<file path="config.mk">
export PLATFORM = sky130hd
export DESIGN_NAME = min_falling_path_sum_top
export DESIGN_NICKNAME = d
export VERILOG_FILES = /design/src/hw/rtl/mfps_pkg.sv /design/src/hw/rtl/mfps_ram.sv /design/src/hw/rtl/min_falling_path_sum_top.sv
export SDC_FILE = /design/constraint.sdc
export NUM_CORES = 2
export LEC_CHECK = 0
export BUFFER_PORTS_ARGS = -buffer_cell sky130_fd_sc_hd__buf_2
export CORE_ASPECT_RATIO = 0.7
export CORE_MARGIN = 1
export CORE_UTILIZATION = 60
export CTS_BUF_LIST = sky130_fd_sc_hd__clkbuf_4
export DETAILED_ROUTE_END_ITERATION = 10
export PLACE_DENSITY = 0.81
export REMOVE_ABC_BUFFERS = 1
export SLEW_MARGIN = 15
export SYNTH_ARGS = -nofsm -noshare
export SYNTH_HDL_FRONTEND = slang
export SYNTH_HIERARCHICAL = 1
export SYNTH_SLANG_ARGS = --single-unit
export TNS_END_PERCENT = 30
</file>
<file path="constraint.sdc">
create_clock -name clock -period 38.6 [get_ports clock]
set_input_delay 5.79 -clock clock [delete_from_list [all_inputs] [get_ports clock]]
set_output_delay 5.79 -clock clock [all_outputs]
set_load 0.005 [all_outputs]
</file>
<file path="src/hw/rtl/mfps_pkg.sv">
`default_nettype none

package mfps_pkg;

   localparam int ELEM_W = 16;
   localparam int SUM_W  = 24;
   localparam int SIZE_W = 8;

   typedef logic signed [ELEM_W-1:0] elem_type;
   typedef logic signed [SUM_W-1:0]  sum_type;
   typedef logic [SIZE_W-1:0]        size_type;

   localparam sum_type  SUM_MAX    = 24'sh7F_FFFF;
   localparam size_type SIZE_RESET = 8'd1;

endpackage

`default_nettype wire

</file>
<file path="src/hw/rtl/mfps_ram.sv">
`default_nettype none

module mfps_ram #(
   parameter int WIDTH = 24,
   parameter int DEPTH = 128,
   localparam int AW = (DEPTH > 1) ? $clog2(DEPTH) : 1
) (
   input  wire logic             clock,
   input  wire logic             wr_en,
   input  wire logic [AW-1:0]    wr_addr,
   input  wire logic [WIDTH-1:0] wr_data,
   input  wire logic [AW-1:0]    rd_addr,
   output logic      [WIDTH-1:0] rd_data
);

   logic [WIDTH-1:0] mem_ff [DEPTH];
   logic [WIDTH-1:0] rd_data_ff;

   // Read returns the contents from before a write at the same edge.
   always_ff @(posedge clock) begin
      rd_data_ff <= mem_ff[rd_addr];
      if (wr_en) begin
         mem_ff[wr_addr] <= wr_data;
      end
   end

   assign rd_data = rd_data_ff;

endmodule

`default_nettype wire

</file>
<file path="src/hw/rtl/min_falling_path_sum_top.sv">
`default_nettype none

// Minimum falling-path sum of a square signed matrix streamed in row-major order, one element
// per transfer, with the side length taken from the size register (0 acts as 1, values above
// MAX_N act as MAX_N). The block takes one element every clock cycle unless a result waits
// untaken or a size write is under way: each element needs one read of the row store (a
// MAX_N x 24 RAM with one write and one registered read port), and the neighbors above come
// from a three-entry window fed by that read port, with a bypass for a value written at the
// previous edge. The result leaves through an output register, valid in the cycle after the
// last element is taken; the next matrix may follow at once. The row store needs no clearing
// after reset. A write to the size register restarts the block and drops any partial matrix.
module min_falling_path_sum_top
   import mfps_pkg::*;
#(
   parameter int MAX_N = 128
) (
   input  wire logic           clock,
   input  wire logic           reset,
   input  wire logic           req_valid,
   output logic                req_ready,
   input  wire elem_type       req_element,
   output logic                rsp_valid,
   input  wire logic           rsp_ready,
   output sum_type             rsp_min_path_sum,
   input  wire logic           csr_wr_en,
   input  wire size_type       csr_wr_data
);

   localparam int AW = (MAX_N > 1) ? $clog2(MAX_N) : 1;
   localparam int NW = $clog2(MAX_N + 1);
   localparam int SW = (NW > SIZE_W) ? NW : SIZE_W;

   size_type        size_ff;
   logic [NW-1:0]   n_eff;
   logic [AW-1:0]   col_ff, col_in;
   logic [AW-1:0]   row_ff, row_in;
   sum_type         left_ff, left_in;
   sum_type         mid_ff, mid_in;
   sum_type         first_sum_ff, first_sum_in;
   sum_type         min_ff, min_in;
   logic            rsp_valid_ff, rsp_valid_in;
   sum_type         rsp_data_ff, rsp_data_in;
   logic            wr_en_ff;
   logic [AW-1:0]   wr_addr_ff;
   sum_type         wr_data_ff;
   logic [AW-1:0]   rd_addr_ff;

   logic            xfer;
   logic            ram_wr_en;
   logic [AW-1:0]   rd_addr;
   sum_type         ram_rd_data;
   sum_type         right_val;
   sum_type         best;
   sum_type         sum_val;
   sum_type         min_next;
   logic [NW-1:0]   col_inc;
   logic [NW-1:0]   row_inc;
   logic            col_last;
   logic            row_last;

   always_comb begin
      if (size_ff == '0) begin
         n_eff = NW'(1);
      end else if (SW'(size_ff) > SW'(MAX_N)) begin
         n_eff = NW'(MAX_N);
      end else begin
         n_eff = NW'(SW'(size_ff));
      end
   end

   assign req_ready = (!rsp_valid_ff || rsp_ready) && !csr_wr_en;
   assign xfer      = req_valid && req_ready;
   assign ram_wr_en = xfer;

   assign col_inc  = NW'(col_ff) + NW'(1);
   assign row_inc  = NW'(row_ff) + NW'(1);
   assign col_last = (col_inc == n_eff);
   assign row_last = (row_inc == n_eff);

   assign right_val = (wr_en_ff && (wr_addr_ff == rd_addr_ff)) ? wr_data_ff : ram_rd_data;

   always_comb begin
      best = mid_ff;
      if ((col_ff != '0) && (left_ff < best)) begin
         best = left_ff;
      end
      if (!col_last && (right_val < best)) begin
         best = right_val;
      end
      if (row_ff == '0) begin
         sum_val = {{(SUM_W-ELEM_W){req_element[ELEM_W-1]}}, req_element};
      end else begin
         sum_val = {{(SUM_W-ELEM_W){req_element[ELEM_W-1]}}, req_element} + best;
      end
      min_next = (row_last && (sum_val < min_ff)) ? sum_val : min_ff;
   end

   always_comb begin
      col_in       = col_ff;
      row_in       = row_ff;
      left_in      = left_ff;
      mid_in       = mid_ff;
      first_sum_in = first_sum_ff;
      min_in       = min_ff;
      rsp_valid_in = rsp_valid_ff && !rsp_ready;
      rsp_data_in  = rsp_data_ff;
      if (csr_wr_en) begin
         col_in = '0;
         row_in = '0;
         min_in = SUM_MAX;
      end else if (xfer) begin
         min_in = min_next;
         if (col_ff == '0) begin
            first_sum_in = sum_val;
         end
         if (!col_last) begin
            col_in  = col_ff + AW'(1);
            left_in = mid_ff;
            mid_in  = right_val;
         end else begin
            col_in = '0;
            mid_in = (col_ff == '0) ? sum_val : first_sum_ff;
            if (!row_last) begin
               row_in = row_ff + AW'(1);
            end else begin
               row_in       = '0;
               min_in       = SUM_MAX;
               rsp_valid_in = 1'b1;
               rsp_data_in  = min_next;
            end
         end
      end
   end

   assign rd_addr = AW'(NW'(col_in) + NW'(1));

   mfps_ram #(
      .WIDTH(SUM_W),
      .DEPTH(MAX_N)
   ) u_row_ram (
      .clock  (clock),
      .wr_en  (ram_wr_en),
      .wr_addr(col_ff),
      .wr_data(sum_val),
      .rd_addr(rd_addr),
      .rd_data(ram_rd_data)
   );

   always_ff @(posedge clock) begin
      if (reset) begin
         size_ff      <= SIZE_RESET;
         col_ff       <= '0;
         row_ff       <= '0;
         min_ff       <= SUM_MAX;
         rsp_valid_ff <= 1'b0;
         wr_en_ff     <= 1'b0;
      end else begin
         if (csr_wr_en) begin
            size_ff <= csr_wr_data;
         end
         col_ff       <= col_in;
         row_ff       <= row_in;
         min_ff       <= min_in;
         rsp_valid_ff <= rsp_valid_in;
         wr_en_ff     <= ram_wr_en;
      end
   end

   always_ff @(posedge clock) begin
      left_ff      <= left_in;
      mid_ff       <= mid_in;
      first_sum_ff <= first_sum_in;
      rsp_data_ff  <= rsp_data_in;
      wr_addr_ff   <= col_ff;
      wr_data_ff   <= sum_val;
      rd_addr_ff   <= rd_addr;
   end

   assign rsp_valid        = rsp_valid_ff;
   assign rsp_min_path_sum = rsp_data_ff;

`ifndef SYNTHESIS
   // A result appears only right after the transfer of a matrix's last element.
   a_rsp_after_last: assert property (@(posedge clock) disable iff (reset)
      $rose(rsp_valid_ff) |-> $past(xfer && col_last && row_last))
      else $error("result appeared without a final element transfer");

   a_col_in_range: assert property (@(posedge clock) disable iff (reset)
      NW'(col_ff) < n_eff)
      else $error("column counter outside the matrix");

   a_row_in_range: assert property (@(posedge clock) disable iff (reset)
      NW'(row_ff) < n_eff)
      else $error("row counter outside the matrix");

   // A size write always restarts at the top-left element.
   a_csr_rearms: assert property (@(posedge clock) disable iff (reset)
      csr_wr_en |=> (col_ff == '0) && (row_ff == '0) && (min_ff == SUM_MAX))
      else $error("size write did not restart the matrix");
`endif

endmodule

`default_nettype wire

</file>
Yosys cells after proc, flatten, opt, wreduce, memory -nomap -nowiden
Memory sizes are Yosys's and may differ from the RTL's. A register that Yosys moved wholly into a read port is not among the register bits. Cells that the tools add are included.

Input port bits: 29. Register bits: 182. Word-level logic and storage cells: 71. RAM bits: 3072. Output and inout bits: 26. Memories: 1.

Memories: u_row_ram.mem_ff (depth 128, width 24, read ports 1, clocked after Yosys merged registers in 1, wr ports 1, RTL line mfps_ram.sv:16) `logic [WIDTH-1:0] mem_ff [DEPTH];`.

Order comparisons: 4. Reduce and logical (&&, ||, !) cells: 21. Equal/unequal tests: 3. $add $sub $neg: 6. Bitwise gates (word level): 2. Muxes and demuxes: 21.

Operators with widths (number): two-way mux 24 bit (9); less-than comparator 24 bit (3); two-way mux 7 bit (4); adder 24 bit (1); adder 7 x 1 -> 7 bit (second input constant) (3); adder 7 x 1 -> 8 bit (second input constant) (2); == test 8 bit (2); two-way mux 8 bit (2); zero test 7 bit (2); > comparator 8 bit (second input constant) (1); zero test 8 bit (1); == test 7 bit (1); logical AND 1 bit (7); nonzero test 7 bit (1); two-way mux 1 bit (6); zero test 1 bit (4); AND reduction 2 bit (2); AND reduction 4 bit (1); AND reduction 3 bit (1); inverter 1 bit (2); OR reduction 2 bit (1); logical OR 1 bit (1).

Logic depth before layout (Yosys ltp)
Word-level depth: 14. Mapped depth: 47. Mapped depth without buffers: 42.

Modules after synthesis
The synthesis kept the hierarchy.

By module, submodules not included: mfps_ram (area an instance 117381.3 µm², times used 1, seq. area each 92728.9 µm², cells an instance 4538); min_falling_path_sum_top (area an instance 10852.9 µm², times used 1, seq. area each 4604.4 µm², cells an instance 1105).

Least setup slack after synthesis
Ideal clock, no wire load.

Path kind: input port to flip-flop. Start: input req_element[0]. End: register rsp_data_ff[21], in the netlist rsp_min_path_sum[21], data pin. Required time: 38.435 ns. Cell stages on the path: 22. Library setup time: 0.165 ns. Buffers on the path: 2. Setup slack: 23.207 ns. Arrival time: 15.228 ns. Cell sequence: ha_1 fa_1 a21o_1 a21oi_2 o21a_2 o31ai_1 a21oi_1 xor2_1 o21ai_0 ha_1 a21o_1 a21oi_1 o21ai_0 nor4_1 nor2_1 o31ai_1 nand4b_1 a21oi_1 clkbuf_1 buf_2 nand2_1 o21ai_0.

Longest elaborated chain between the ends: 5.

RTL lines: from (decl) (RTL line min_falling_path_sum_top.sv:21) `input wire elem_type req_element,`; adder 24 bit (RTL line min_falling_path_sum_top.sv:93) `sum_val = {{(SUM_W-ELEM_W){req_element[ELEM_W-1]}}, req_element} + best;`; two-way mux 24 bit (RTL line min_falling_path_sum_top.sv:90) `if (row_ff == '0) begin`; named net sum_val[10] (RTL line min_falling_path_sum_top.sv:54) `sum_type sum_val;`; less-than comparator 24 bit (RTL line min_falling_path_sum_top.sv:95) `min_next = (row_last && (sum_val < min_ff)) ? sum_val : min_ff;`; logical AND 1 bit (RTL line min_falling_path_sum_top.sv:95); two-way mux 24 bit (RTL line min_falling_path_sum_top.sv:95); named net min_next[21] (RTL line min_falling_path_sum_top.sv:55) `sum_type min_next;`; to (signal assigned) (RTL line min_falling_path_sum_top.sv:173) `rsp_data_ff <= rsp_data_in;`; to (decl) (RTL line min_falling_path_sum_top.sv:42) `sum_type rsp_data_ff, rsp_data_in;`.

The timed path passes the listed nets, and every way through them passes these cells. A chain may end at the register's enable or synchronous reset.

Final worst setup path
Start: input csr_wr_en. End: register u_row_ram.rd_data_ff[19], in the netlist u_row_ram/rd_data[19] (read register of u_row_ram.mem_ff).

Longest elaborated chain between the ends: 6.

RTL lines: from (decl) (RTL line min_falling_path_sum_top.sv:25) `input wire logic csr_wr_en,`; zero test 1 bit (RTL line min_falling_path_sum_top.sv:71) `assign req_ready = (!rsp_valid_ff || rsp_ready) && !csr_wr_en;`; logical AND 1 bit (RTL line min_falling_path_sum_top.sv:71); logical AND 1 bit (RTL line min_falling_path_sum_top.sv:72) `assign xfer = req_valid && req_ready;`; two-way mux 7 bit (RTL line min_falling_path_sum_top.sv:111) `end else if (xfer) begin`; two-way mux 7 bit * (RTL line min_falling_path_sum_top.sv:107) `if (csr_wr_en) begin`; adder 7 x 1 -> 7 bit * (RTL line min_falling_path_sum_top.sv:135) `assign rd_addr = AW'(NW'(col_in) + NW'(1));`; named net rd_addr[0] (RTL line min_falling_path_sum_top.sv:50) `logic [AW-1:0] rd_addr;`; to (decl) (RTL line mfps_ram.sv:17) `logic [WIDTH-1:0] rd_data_ff;`.

The timed path passes the listed nets; every way through them passes the cells marked *.

==> metrics <==
run status=finished clean; core outline area=roughly 210,000 µm²; Wirelength per Cell=~35 µm; total power=roughly 7.2 mW; commonest cells after routing, fill and taps aside=3,168 x sky130_fd_sc_hd__edfxtp_1, 1,106 x sky130_fd_sc_hd__clkbuf_4, 1,008 x sky130_fd_sc_hd__mux4_2; Clock Latency Late Sink=1300 ps; critical path endpoint category=flip-flop; H-Tree Level Count=6; net total in the final layout=roughly 6,500; endpoint of the worst-slack reg-to-reg timing path=min_ff[8]; hold slack final=between 400 and 500 ps; layout cells sized above 1=0.3869; PwrDens=between 50 and 60 nW/µm²; global-route wire length before repair=472.8 mm; NetSw=roughly 1.7 mW; Die W=about 550 µm; unrepaired setup endpoints after global routing=false; count of flip-flops with a built-in enable after synthesis=3,168; pin count of the biggest net entering global routing=170; post-route clock period utilization=0.3237; drt drc=0; residual overflow from global routing=0; GRT Overall Usage=0.3139; DRC violation total after the first TritonRoute iteration=roughly 11,000; area share of fa/ha/maj cells after synthesis=0.009621; depth of the worst register-to-register path=36; max frequency=about 80 MHz; number of placement rows=approximately 140; power share of the combinational group=0.078; CP Launch Type=input port; final setup skew=109.8 ps; fin crit period=approximately 12,000 ps; largest area contributor in the netlist=sky130_fd_sc_hd__edfxtp_1; sequential element share of the synthesized area=0.7590; hold-fix buffers at CTS=0; Avg Inst Size Synth=around 23 µm²; worst slew slack as a fraction of its limit=0.1307; final hold viol count=0; main flop type after synthesis=sky130_fd_sc_hd__edfxtp_1; fraction of the mapped netlist area in simple logic gates=0.01688; number of clock sinks seen by CTS=approximately 3,300; total of flip-flops plus latches after synthesis=approximately 3,300; class of the worst hold path=reg -> reg; kind of cell with the highest combined delay on the critical path=buffers and inverters; CTS tree=done; post-synthesis to final-layout area growth=11.18%; arrival time at the worst endpoint=13,600 ps; Cell variety after synth=73; via count of the first global-routing pass=~66,000; clock network power share=0.374; sequential share of power=0.548; number of nets with antenna violations after detailed routing=0; switching share of power=0.2332; floorplan die area=215,600 µm²; final routed wirelength across all metal layers=approximately 330 mm; number of buffers inserted to repair setup after CTS=0; slowest CP cell=sky130_fd_sc_hd__buf_4; worst setup slack before clock tree synthesis=around 25,000 ps; Worst Path Class, Setup=in -> reg; data required time at the worst endpoint=39,700 ps; logic depth of the worst setup path including buffers=17; total of cells resized after clock tree synthesis=0; share of synthesized registers carrying an async set or reset=0; CP cell instances=buf_2 > nor2_1 > nand2_1 > clkinv_1 > buf_4 > nand2_1 > nor2_1 > a21oi_4 > buf_4 > buf_4 > buf_4 > buf_4 > buf_4 > mux4_2 > mux4_2 > mux4_2 > mux2_2; count of final setup violators=0; Compound-Gate Fraction of Synth Area=0.01059; antenna violations before repair=32; number of buffers inserted during clock tree synthesis=roughly 720; clock transition at the registers of the reported paths=about 70 ps; post-synthesis instance total=about 5,600; effective utilization at floorplan=0.6057; leakage dissipation=approximately 46 nW; Die Height=slightly below 400 µm; number of vias in the routed layout=~66,000; number of buffers on the longest clock path=4; sum of net half-perimeters after detailed placement=~190 mm; worst IR drop on VDD=31.70 µV; Pint=5.542 mW; Pre-Repair DR Iteration Count=8; Worst Setup SP=csr_wr_en; worst path buffer plus inverter count=8; Most common cell on crit path=sky130_fd_sc_hd__buf_4; share of the synthesized netlist area taken by xor and xnor gates=0.003405; proportion of synthesized area in mux cells=0.1889; area share of the leading cell type in the synthesized netlist=0.7419; Worst-Margin Slew=1304 ps; number of pins with negative max-slew slack in the final report=0; PnR worst setup slack=~26,000 ps; reg-to-reg startpoint=left_ff[23]; flop-to-flop setup slack=around 27,000 ps; Crit path largest cell delay=870 ps; Vias/cell=between 6 and 7; Max Fanout on Critical Path=47; library cell used as clock root buffer=sky130_fd_sc_hd__clkbuf_4; largest cells by area after synthesis=sky130_fd_sc_hd__edfxtp_1 74%, sky130_fd_sc_hd__mux4_2 18%, sky130_fd_sc_hd__dfxtp_1 1.7%; gp weighted congestion=~0.87; Syn. warnings=6; dominant combinational cell family by area after synthesis=multiplexers; Port-buffer cells=54; total of max-cap violations=0; endpoint of the most critical setup path=u_row_ram/rd_data[19]; top-level port count=55; Netlist Area Pre-Place=about 130,000 µm²; most common cell after layout, fill and taps aside=sky130_fd_sc_hd__edfxtp_1
==> metal layers <==
layer	global-route usage	vias up	wire length, µm
met5	0	-	128
met4	0.1013	20	10480
met3	0.1207	710	58290
met2	0.4519	5702	149700
met1	0.4485	33950	116100
li1	-	25760	-
==> cell usage after synthesis (all sizes together), types with 7 or more instances <==
cell type and n:
ha 97, mux2 61, o31ai 7, nor3 23
xnor2 28, nor2b 18, inv 89, o21ai 51
mux2i 83, dfxtp 110, o211ai 16, mux4 1008
nand4 19, a21oi 60, nand3 30, buf 102
nand2 139, nand2b 12, clkbuf 178, a211oi 9
xor2 21, a21o 19, nor2 202, edfxtp 3168
==> kinds of logic after synthesis <==
group           Yosys count
buf+inv                 370
fa+ha+maj                98
flops                  3278
compound gates          211
xor+xnor                 49
simple gates            485
mux                    1152
==> worst register-to-register path: cells and delay by family, from the launching register on <==
kind	cells	cell delay, ps
compound gates	15	4860
fa+ha+maj	4	1320
buf+inv	3	1230
flops	1	410
mux	3	1090
simple gates	11	2840
==> worst min path at each step <==
stage	to	slack (ps)	startpoint	depth (start not counted)
after floorplan	min_ff[21]	430	min_ff[21]	2
after global placement	min_ff[21]	440	min_ff[21]	2
after detailed placement	min_ff[21]	440	min_ff[21]	2
after CTS	left_ff[23]	410	mid_ff[23]	0
after global routing	left_ff[23]	440	mid_ff[23]	0
final	left_ff[23]	460	mid_ff[23]	0
==> cell type report <==
cell class	count	area (µm²)
antenna	11	27.53
timing repair buffer	262	1931
clock inverter	160	1025
multi-input combinational	1995	30110
clock buffer	1106	8303
fill	12490	69140
inverter	90	347.8
sequential	3278	97330
tap	2788	3488
==> power by group through the flow <==
stage	logic (mW)	clock network (mW)	registers (mW)
6_report	0.564	2.71	3.96
5_1_grt	0.593	2.91	3.96
4_1_cts	0.557	2.74	3.96
3_5_place_dp	0.554	0	4.03
3_3_place_gp	0.534	0	4.03
2_1_floorplan	0.804	0	4.03
==> through the flow <==
stage               TNS (ps)  area [µm²]  cells  utilization
finish                     0      142600   9690       0.6734
global route               0      142600   9683       0.6734
CTS                        0      142500   9678       0.6732
detailed placement         0      133200   8412       0.6291
global placement           0      133200   8412       0.6291
floorplan           -2243610      127100   5363            -
==> state kept, by name, summed over array words and instances (netlist names), 8 cells and up <==
name	flops
u_row_ram/mem_ff	3072
first_sum_ff	24
left_ff	24
mid_ff	24
min_ff	24
rsp_min_path_sum	24
u_row_ram/rd_data	24
wr_data_ff	24
size_ff	8
Note: power is estimated with default switching activity, not from simulation.
